===== src/rtl/core/facp_pkg.sv =====
package facp_pkg;

   localparam int TAG_W  = 32;
   localparam int WORD_W = 64;
   localparam int OP_W   = 2;
   localparam int STAT_W = 2;
   localparam int OFF_W  = 3;
   localparam int CNT_W  = 4;

   localparam logic [OP_W-1:0] OP_READ  = 2'd0;
   localparam logic [OP_W-1:0] OP_WRITE = 2'd1;
   localparam logic [OP_W-1:0] OP_FILL  = 2'd2;

   localparam logic [STAT_W-1:0] STAT_HIT     = 2'd0;
   localparam logic [STAT_W-1:0] STAT_MISS    = 2'd1;
   localparam logic [STAT_W-1:0] STAT_INVALID = 2'd2;
   localparam logic [STAT_W-1:0] STAT_FILLED  = 2'd3;

   // Low n byte lanes set; all lanes for n of 8 or more.
   function automatic logic [WORD_W-1:0] lane_mask(input logic [CNT_W-1:0] n);
      logic [WORD_W-1:0] m;
      m = '0;
      for (int i = 0; i < WORD_W / 8; i++) begin
         if (CNT_W'(i) < n) begin
            m[i*8 +: 8] = 8'hff;
         end
      end
      return m;
   endfunction

endpackage


===== src/rtl/core/facp_ram.sv =====
module facp_ram #(
   parameter int WIDTH = 96,
   parameter int DEPTH = 8
) (
   input  logic                     clock,
   input  logic                     we,
   input  logic [$clog2(DEPTH)-1:0] addr,
   input  logic [WIDTH-1:0]         wdata,
   output logic [WIDTH-1:0]         rdata
);

   logic [WIDTH-1:0] mem [DEPTH];
   logic [WIDTH-1:0] rdata_ff;

   always_ff @(posedge clock) begin
      if (we) begin
         mem[addr] <= wdata;
      end
      rdata_ff <= mem[addr];
   end

   assign rdata = rdata_ff;

endmodule


===== src/rtl/core/facp_plru.sv =====
module facp_plru #(
   parameter int NUM_LINES = 8
) (
   input  logic                         clock,
   input  logic                         reset,
   input  logic                         touch_valid,
   input  logic [$clog2(NUM_LINES)-1:0] touch_way,
   output logic [$clog2(NUM_LINES)-1:0] victim_way
);

   localparam int WAY_W = $clog2(NUM_LINES);
   localparam int NODES = (1 << WAY_W) - 1;

   logic [NODES-1:0] tree_ff;
   logic [NODES-1:0] tree_in;

   // Walk from the root; a branch with no existing line falls back to the left.
   always_comb begin
      logic [WAY_W:0]   node;
      logic [WAY_W:0]   cand;
      logic [WAY_W-1:0] way;
      logic             b;
      node = '0;
      way  = '0;
      for (int l = WAY_W; l > 0; l--) begin
         b    = tree_ff[node[WAY_W-1:0]];
         cand = {1'b0, way} | ((WAY_W+1)'(b) << (l - 1));
         if (cand >= (WAY_W+1)'(NUM_LINES)) begin
            b = 1'b0;
         end
         way[l-1] = b;
         node     = (node << 1) + (WAY_W+1)'(1) + (WAY_W+1)'(b);
      end
      victim_way = way;
   end

   // Touch: every node on the path points away from the touched line.
   always_comb begin
      logic [WAY_W:0] node;
      logic           b;
      tree_in = tree_ff;
      node    = '0;
      for (int l = WAY_W; l > 0; l--) begin
         b = touch_way[l-1];
         tree_in[node[WAY_W-1:0]] = ~b;
         node = (node << 1) + (WAY_W+1)'(1) + (WAY_W+1)'(b);
      end
   end

   always_ff @(posedge clock) begin
      if (reset) begin
         tree_ff <= '0;
      end else if (touch_valid) begin
         tree_ff <= tree_in;
      end
   end

endmodule


===== src/rtl/core/fully_associative_cache_plru_top.sv =====
// Channel | Direction | Handshake           | Word
// req     | in        | req_valid/req_ready | operation, tag, byte_offset, byte_count, write_data
// rsp     | out       | rsp_valid/rsp_ready | status, read_data, victim_tag, victim_dirty, victim_data
//
// One tag comparator scans the lines in order, each read from the line RAM and then compared.
// A read/write stops at the first hit; a miss is reported after the last line.
// Fill: victim read, install, response. Bad span or unused op goes straight to the response.
// req_ready is high only while the sequencer is idle; a pending response holds the
// finished word until rsp_ready. Synchronous reset clears valid, dirty and PLRU state.
module fully_associative_cache_plru_top #(
   parameter int LINE_BYTES = 8,
   parameter int NUM_LINES  = 8
) (
   input  logic                         clock,
   input  logic                         reset,
   input  logic                         req_valid,
   output logic                         req_ready,
   input  logic [facp_pkg::OP_W-1:0]    req_operation,
   input  logic [facp_pkg::TAG_W-1:0]   req_tag,
   input  logic [facp_pkg::OFF_W-1:0]   req_byte_offset,
   input  logic [facp_pkg::CNT_W-1:0]   req_byte_count,
   input  logic [facp_pkg::WORD_W-1:0]  req_write_data,
   output logic                         rsp_valid,
   input  logic                         rsp_ready,
   output logic [facp_pkg::STAT_W-1:0]  rsp_status,
   output logic [facp_pkg::WORD_W-1:0]  rsp_read_data,
   output logic [facp_pkg::TAG_W-1:0]   rsp_victim_tag,
   output logic                         rsp_victim_dirty,
   output logic [facp_pkg::WORD_W-1:0]  rsp_victim_data
);

   import facp_pkg::*;

   localparam int WAY_W  = $clog2(NUM_LINES);
   localparam int LINE_W = 8 * LINE_BYTES;
   localparam int ENT_W  = TAG_W + LINE_W;
   localparam logic [OFF_W-1:0] OFF_MASK = OFF_W'((1 << $clog2(LINE_BYTES)) - 1);

   typedef enum logic [2:0] {
      S_IDLE,
      S_READ,
      S_CMP,
      S_FILL_RD,
      S_FILL_WR,
      S_DONE
   } state_type;

   state_type state_ff, state_in;

   logic [OP_W-1:0]      op_ff, op_in;
   logic [TAG_W-1:0]     tag_ff, tag_in;
   logic [OFF_W-1:0]     off_ff, off_in;
   logic [CNT_W-1:0]     cnt_ff, cnt_in;
   logic [WORD_W-1:0]    wdata_ff, wdata_in;
   logic [WAY_W-1:0]     idx_ff, idx_in;
   logic [WAY_W-1:0]     vict_ff, vict_in;
   logic [NUM_LINES-1:0] valid_ff, valid_in;
   logic [NUM_LINES-1:0] dirty_ff, dirty_in;

   logic [STAT_W-1:0]    res_status_ff, res_status_in;
   logic [WORD_W-1:0]    res_rdata_ff, res_rdata_in;
   logic [TAG_W-1:0]     res_vtag_ff, res_vtag_in;
   logic                 res_vdirty_ff, res_vdirty_in;
   logic [WORD_W-1:0]    res_vdata_ff, res_vdata_in;

   logic                 rsp_valid_ff, rsp_valid_in;
   logic [STAT_W-1:0]    rsp_status_ff, rsp_status_in;
   logic [WORD_W-1:0]    rsp_rdata_ff, rsp_rdata_in;
   logic [TAG_W-1:0]     rsp_vtag_ff, rsp_vtag_in;
   logic                 rsp_vdirty_ff, rsp_vdirty_in;
   logic [WORD_W-1:0]    rsp_vdata_ff, rsp_vdata_in;

   logic                 ram_we;
   logic [WAY_W-1:0]     ram_addr;
   logic [ENT_W-1:0]     ram_wdata;
   logic [ENT_W-1:0]     ram_rdata;
   logic [TAG_W-1:0]     rd_tag;
   logic [WORD_W-1:0]    rd_line;

   logic                 touch_valid;
   logic [WAY_W-1:0]     touch_way;
   logic [WAY_W-1:0]     plru_victim;

   logic                 req_fire;
   logic [OFF_W-1:0]     req_off;
   logic                 span_ok;
   logic                 hit;
   logic [WORD_W-1:0]    mask;
   logic [5:0]           shamt;
   logic [WORD_W-1:0]    merged;

   facp_ram #(
      .WIDTH (ENT_W),
      .DEPTH (NUM_LINES)
   ) u_ram (
      .clock (clock),
      .we    (ram_we),
      .addr  (ram_addr),
      .wdata (ram_wdata),
      .rdata (ram_rdata)
   );

   facp_plru #(
      .NUM_LINES (NUM_LINES)
   ) u_plru (
      .clock       (clock),
      .reset       (reset),
      .touch_valid (touch_valid),
      .touch_way   (touch_way),
      .victim_way  (plru_victim)
   );

   assign req_ready = (state_ff == S_IDLE);
   assign req_fire  = req_valid && req_ready;
   assign req_off   = req_byte_offset & OFF_MASK;
   assign span_ok   = (req_byte_count != '0)
                   && ((5'(req_off) + 5'(req_byte_count)) <= 5'(LINE_BYTES));

   assign rd_tag  = ram_rdata[ENT_W-1 -: TAG_W];
   assign rd_line = WORD_W'(ram_rdata[LINE_W-1:0]);
   assign hit     = valid_ff[idx_ff] && (rd_tag == tag_ff);
   assign mask    = lane_mask(cnt_ff);
   assign shamt   = {off_ff, 3'b000};
   assign merged  = (rd_line & ~(mask << shamt)) | ((wdata_ff & mask) << shamt);

   always_comb begin
      ram_addr  = idx_ff;
      ram_we    = 1'b0;
      ram_wdata = {tag_ff, merged[LINE_W-1:0]};
      if (state_ff == S_FILL_RD || state_ff == S_FILL_WR) begin
         ram_addr = vict_ff;
      end
      if (state_ff == S_FILL_WR) begin
         ram_we    = 1'b1;
         ram_wdata = {tag_ff, wdata_ff[LINE_W-1:0]};
      end else if (state_ff == S_CMP && hit && op_ff == OP_WRITE) begin
         ram_we = 1'b1;
      end
   end

   assign touch_valid = (state_ff == S_FILL_WR) || (state_ff == S_CMP && hit);
   assign touch_way   = (state_ff == S_FILL_WR) ? vict_ff : idx_ff;

   always_comb begin
      state_in      = state_ff;
      op_in         = op_ff;
      tag_in        = tag_ff;
      off_in        = off_ff;
      cnt_in        = cnt_ff;
      wdata_in      = wdata_ff;
      idx_in        = idx_ff;
      vict_in       = vict_ff;
      valid_in      = valid_ff;
      dirty_in      = dirty_ff;
      res_status_in = res_status_ff;
      res_rdata_in  = res_rdata_ff;
      res_vtag_in   = res_vtag_ff;
      res_vdirty_in = res_vdirty_ff;
      res_vdata_in  = res_vdata_ff;
      rsp_valid_in  = rsp_valid_ff && !rsp_ready;
      rsp_status_in = rsp_status_ff;
      rsp_rdata_in  = rsp_rdata_ff;
      rsp_vtag_in   = rsp_vtag_ff;
      rsp_vdirty_in = rsp_vdirty_ff;
      rsp_vdata_in  = rsp_vdata_ff;

      unique case (state_ff)
         S_IDLE: begin
            if (req_fire) begin
               op_in         = req_operation;
               tag_in        = req_tag;
               off_in        = req_off;
               cnt_in        = req_byte_count;
               wdata_in      = req_write_data;
               idx_in        = '0;
               vict_in       = plru_victim;
               res_status_in = STAT_INVALID;
               res_rdata_in  = '0;
               res_vtag_in   = '0;
               res_vdirty_in = 1'b0;
               res_vdata_in  = '0;
               if (req_operation == OP_FILL) begin
                  state_in = S_FILL_RD;
               end else if ((req_operation == OP_READ || req_operation == OP_WRITE)
                            && span_ok) begin
                  state_in = S_READ;
               end else begin
                  state_in = S_DONE;
               end
            end
         end
         S_READ: begin
            state_in = S_CMP;
         end
         S_CMP: begin
            if (hit) begin
               res_status_in = STAT_HIT;
               if (op_ff == OP_READ) begin
                  res_rdata_in = (rd_line >> shamt) & mask;
               end else begin
                  dirty_in[idx_ff] = 1'b1;
               end
               state_in = S_DONE;
            end else if (idx_ff == WAY_W'(NUM_LINES - 1)) begin
               res_status_in = STAT_MISS;
               state_in      = S_DONE;
            end else begin
               idx_in   = idx_ff + WAY_W'(1);
               state_in = S_READ;
            end
         end
         S_FILL_RD: begin
            state_in = S_FILL_WR;
         end
         S_FILL_WR: begin
            // an invalid victim line leaves the victim fields at zero
            res_status_in = STAT_FILLED;
            if (valid_ff[vict_ff]) begin
               res_vtag_in   = rd_tag;
               res_vdata_in  = rd_line;
               res_vdirty_in = dirty_ff[vict_ff];
            end
            valid_in[vict_ff] = 1'b1;
            dirty_in[vict_ff] = 1'b0;
            state_in = S_DONE;
         end
         S_DONE: begin
            if (!rsp_valid_ff || rsp_ready) begin
               rsp_valid_in  = 1'b1;
               rsp_status_in = res_status_ff;
               rsp_rdata_in  = res_rdata_ff;
               rsp_vtag_in   = res_vtag_ff;
               rsp_vdirty_in = res_vdirty_ff;
               rsp_vdata_in  = res_vdata_ff;
               state_in      = S_IDLE;
            end
         end
         default: begin
            state_in = S_IDLE;
         end
      endcase
   end

   always_ff @(posedge clock) begin
      if (reset) begin
         state_ff     <= S_IDLE;
         rsp_valid_ff <= 1'b0;
         valid_ff     <= '0;
         dirty_ff     <= '0;
      end else begin
         state_ff     <= state_in;
         rsp_valid_ff <= rsp_valid_in;
         valid_ff     <= valid_in;
         dirty_ff     <= dirty_in;
      end
      op_ff         <= op_in;
      tag_ff        <= tag_in;
      off_ff        <= off_in;
      cnt_ff        <= cnt_in;
      wdata_ff      <= wdata_in;
      idx_ff        <= idx_in;
      vict_ff       <= vict_in;
      res_status_ff <= res_status_in;
      res_rdata_ff  <= res_rdata_in;
      res_vtag_ff   <= res_vtag_in;
      res_vdirty_ff <= res_vdirty_in;
      res_vdata_ff  <= res_vdata_in;
      rsp_status_ff <= rsp_status_in;
      rsp_rdata_ff  <= rsp_rdata_in;
      rsp_vtag_ff   <= rsp_vtag_in;
      rsp_vdirty_ff <= rsp_vdirty_in;
      rsp_vdata_ff  <= rsp_vdata_in;
   end

   assign rsp_valid        = rsp_valid_ff;
   assign rsp_status       = rsp_status_ff;
   assign rsp_read_data    = rsp_rdata_ff;
   assign rsp_victim_tag   = rsp_vtag_ff;
   assign rsp_victim_dirty = rsp_vdirty_ff;
   assign rsp_victim_data  = rsp_vdata_ff;

endmodule


===== config.mk =====
export PLATFORM = sky130hd
export DESIGN_NAME = fully_associative_cache_plru_top
export DESIGN_NICKNAME = d
export VERILOG_FILES = /design/src/rtl/core/facp_pkg.sv /design/src/rtl/core/facp_ram.sv /design/src/rtl/core/facp_plru.sv /design/src/rtl/core/fully_associative_cache_plru_top.sv
export SDC_FILE = /design/constraint.sdc
export NUM_CORES = 1
export LEC_CHECK = 0
export ABC_CLOCK_PERIOD_IN_PS = 8710
export BUFFER_PORTS_ARGS = -buffer_cell sky130_fd_sc_hd__buf_4
export CAP_MARGIN = 20
export CELL_PAD_IN_SITES_DETAIL_PLACEMENT = 1
export CELL_PAD_IN_SITES_GLOBAL_PLACEMENT = 1
export CORE_ASPECT_RATIO = 1.5
export CORE_MARGIN = 4
export CORE_UTILIZATION = 45
export CTS_BUF_LIST = sky130_fd_sc_hd__clkbuf_2 sky130_fd_sc_hd__clkbuf_4 sky130_fd_sc_hd__clkbuf_8
export CTS_CLUSTER_SIZE = 20
export DETAILED_ROUTE_END_ITERATION = 10
export GPL_ROUTABILITY_DRIVEN = 0
export GPL_TIMING_DRIVEN = 1
export HOLD_SLACK_MARGIN = 0.15
export PLACE_DENSITY_LB_ADDON = 0.1
export RECOVER_POWER = 50
export SLEW_MARGIN = 20
export SYNTH_ARGS = -nofsm -noshare
export SYNTH_HDL_FRONTEND = slang
export SYNTH_HIERARCHICAL = 1
export SYNTH_SLANG_ARGS = --single-unit

===== constraint.sdc =====
create_clock -name clock -period 8.71 [get_ports clock]
set_input_delay 0.4355 -clock clock [delete_from_list [all_inputs] [get_ports clock]]
set_output_delay 0.4355 -clock clock [all_outputs]
set_load 0.005 [all_outputs]

==> out/results.tsv <==
metric	value	unit
post-detail-place hpwl	103000	µm
Register Area	38600	µm²
Crit Path Max Fanout	53	
Least-Margin Pin Slew	4.42	ns
Placed Area	55800	µm²
Buf/Inv on CP	1	
critical path type	flip-flop to flip-flop	
hold wc startpoint	req_tag[11]	
min Tclk post-route	6.49	ns
Via density	5.99	
area occupied by multi-input gates	12400	µm²
fmax	154	MHz
post-cts resize count	0	
CTS Buf Count	197	
failing checks	max-capacitance violations, max-slew violations	
top post-synthesis cells by area	edfxtp_1 69%, mux2_2 5.6%, dfxtp_1 4.7%, mux4_2 2.9%, a22oi_1 1.7%	
Final Skew	0.0595	ns
vias in the first global route	33568	
largest net degree at the start of global routing	142	
Top delay family on crit path	buffers and inverters	
Post-synth top cells	1205 x edfxtp_1, 258 x mux2_2, 177 x nor2_1	
P&R area growth vs syn	16.0	%
post-route cell area	60500	µm²
die area	122000	µm²
utilization after layout	52.7	%
IO buf count	273	
hold endpoint	tag_ff[11]	
Die Ht	425	µm
crit path DAT	6.97	ns
leakage dissipation	20.2	nW
initial antenna violation count	10	
setup TNS	0	ns
io pins	274	
worst r2r src	state_ff[2]	
# fillers	10841	
Reg2Reg Depth	5	
Max-cap violations	7	
min-delay worst type	primary input to flip-flop	
sequential fraction of the synthesis area	74.1	%
Layout Nets	3671	
Root Driver	clkbuf_8	
critical path depth in cells	5	
Crit path required time	9.19	ns
RR Endpoint	u_ram/mem[0][61]	
Post-Syn Area per Cell	16.8	µm²
Slew Limit Fails	275	
Total GRT Usage	26.9	%
status	finished with violations	
vias	31526	
Die Wd	286	µm
WHS Path Cells	2	
count of TritonRoute iterations in the first routing pass	8	
Post-Synthesis Cells	3110	
async set-reset flop share out of synthesis	0	%
count leader, synth	edfxtp_1	
DR WL/cell	31.2	µm
clk slew on worst S/H paths	0.07	ns
first-pass GRT wire length	237000	µm
# setup viols final	0	
r2r setup slk	2.22	ns
ANT nets after route	0	
RSZ-0062 raised after global routing	no	
crit path from	state_ff[2]	
CTS Hold Bufs	113	
clk sink count	1328	
# rows	152	
H-tree depth	4	
Synth area leader	edfxtp_1	
clk buf depth	3	
core area	115000	µm²
post-synth top area share	69.4	%
Post-CTS Setup Bufs	0	
final hold vios	0	
slowest stage delay, CP	1.92	ns
final WL	164000	µm
DRC errors left	0	
Pwr Density	299	nW/µm²
Max-slew headroom	-195	%
critical path endpoint category	flip-flop	
Synth cell types	80	
synthesized cell area	52100	µm²
crit-path cells	and2_0, clkbuf_1, a2111oi_1, a222oi_1, nand3_1	
layout cell share with drive strength beyond 1	24.2	%
Most used DFF post-synth	edfxtp_1	
total grt overflow	0	
slowest CP cell	clkbuf_1	
startpoint class of the critical path	flip-flop	
period utilization	74.5	%
Max rail drop VDD	0.182	mV
Ys Warns	6	
post-synth net total	3232	
Yosys reg bits	1328	
DRT iter0 DRCs	3087	
CTS tree	done	
Initial Util	45.5	%
Post-synth EDFFs	1205	
clock latency on the worst-skew pair	0.90	ns
final cells by class:
cell class / count / area share, %
flip-flops and latches: 1328 / 63.9
multi-input cells: 1547 / 20.5
clock buffers: 269 / 5.53
repair buffers: 442 / 5.42
well taps: 1540 / 3.19
clock inverters: 100 / 1.19
inverters: 33 / 0.213
diodes: 7 / 0.0290
flip-flops by register name, indices dropped and copies added (netlist names), 3 cells and up:
register / count
dirty_ff: 8
res_vtag_ff: 32
cnt_ff: 4
state_ff: 3
u_ram/rdata: 96
rsp_read_data: 64
idx_ff: 3
res_vdata_ff: 64
rsp_victim_tag: 32
u_ram/mem: 768
off_ff: 3
rsp_victim_data: 64
wdata_ff: 64
tag_ff: 32
vict_ff: 3
u_plru/tree_ff: 7
valid_ff: 8
res_rdata_ff: 64
worst register-to-register path, delay by kind of cell (launching register included):
| kind | cells | cell delay (ns) |
|---|---|---|
| AND/OR/NAND/NOR | 2 | 1.17 |
| flip-flops | 1 | 1.48 |
| buffers and inverters | 1 | 1.92 |
| AO/OA/AOI/OAI | 2 | 1.53 |
cell usage in the layout (no fill, tap or decap), types with 50 or more instances in the layout:
| cell | instances |
|---|---|
| a21oi_1 | 130 |
| a22oi_1 | 120 |
| and3_1 | 89 |
| clkbuf_1 | 115 |
| clkbuf_4 | 221 |
| clkbuf_8 | 212 |
| clkinv_1 | 50 |
| dfxtp_1 | 123 |
| dlygate4sd3_1 | 113 |
| edfxtp_1 | 1205 |
| mux2_2 | 250 |
| mux4_2 | 68 |
| nand2_1 | 113 |
| nor2_1 | 172 |
| o21ai_0 | 58 |
report_power, final:
part / switching [W] / leakage (nW) / internal [W] / total (W)
Combinational: 0.00251 / 6.00 / 0.00136 / 0.00387
Clock: 0.00245 / 2.14 / 0.00273 / 0.00517
Sequential: 0.000898 / 12.1 / 0.00813 / 0.00902
per-stage QoR:
| stage | hold slack [ns] | power [W] | worst slack (ns) | cells |
|---|---|---|---|---|
| after floorplan | 0.400 | 0.0111 | 0.0279 | 3110 |
| after global placement | 0.404 | 0.0128 | 3.76 | 4777 |
| after detailed placement | 0.406 | 0.0130 | 3.63 | 4777 |
| after CTS | 0.152 | 0.0182 | 3.55 | 5259 |
| after global routing | 0.201 | 0.0188 | 1.90 | 5260 |
| final | 0.280 | 0.0181 | 2.22 | 5266 |
kinds of logic (layout without fill, tap and decap cells):
kind of cell | count (synthesis) | after routing | synth area share (%)
AO/OA/AOI/OAI | 599 | 599 | 8.19
XOR/XNOR | 33 | 33 | 0.554
adder cells (fa/ha/maj) | 13 | 13 | 0.326
buffers and inverters | 235 | 844 | 2.24
flip-flops | 1328 | 1328 | 74.1
multiplexers | 382 | 382 | 9.68
other | 0 | 7 | 0
AND/OR/NAND/NOR | 520 | 520 | 4.90
per-layer routing:
metal | vias up | wire, µm | global-route usage, % | part of all wire (%)
met1 | 16353 | 62900 | 33.4 | 38
met2 | 1475 | 82400 | 45.8 | 50
li1 | 13300 | - | - | -
met3 | 396 | 10200 | 4.65 | 6.2
met5 | - | 15 | 0 | 0.0091
met4 | 2 | 8830 | 13.4 | 5.4
worst max-delay path by stage:
stage               slack, ns               end
finish                   2.22  u_ram/mem[0][61]
global route             1.90  u_ram/mem[7][38]
CTS                      3.55  u_ram/mem[7][50]
detailed placement       3.63   u_ram/mem[7][3]
global placement         3.76  u_ram/mem[7][59]
floorplan                0.03  rsp_read_data[0]
Power figures use the tool's default switching activity.
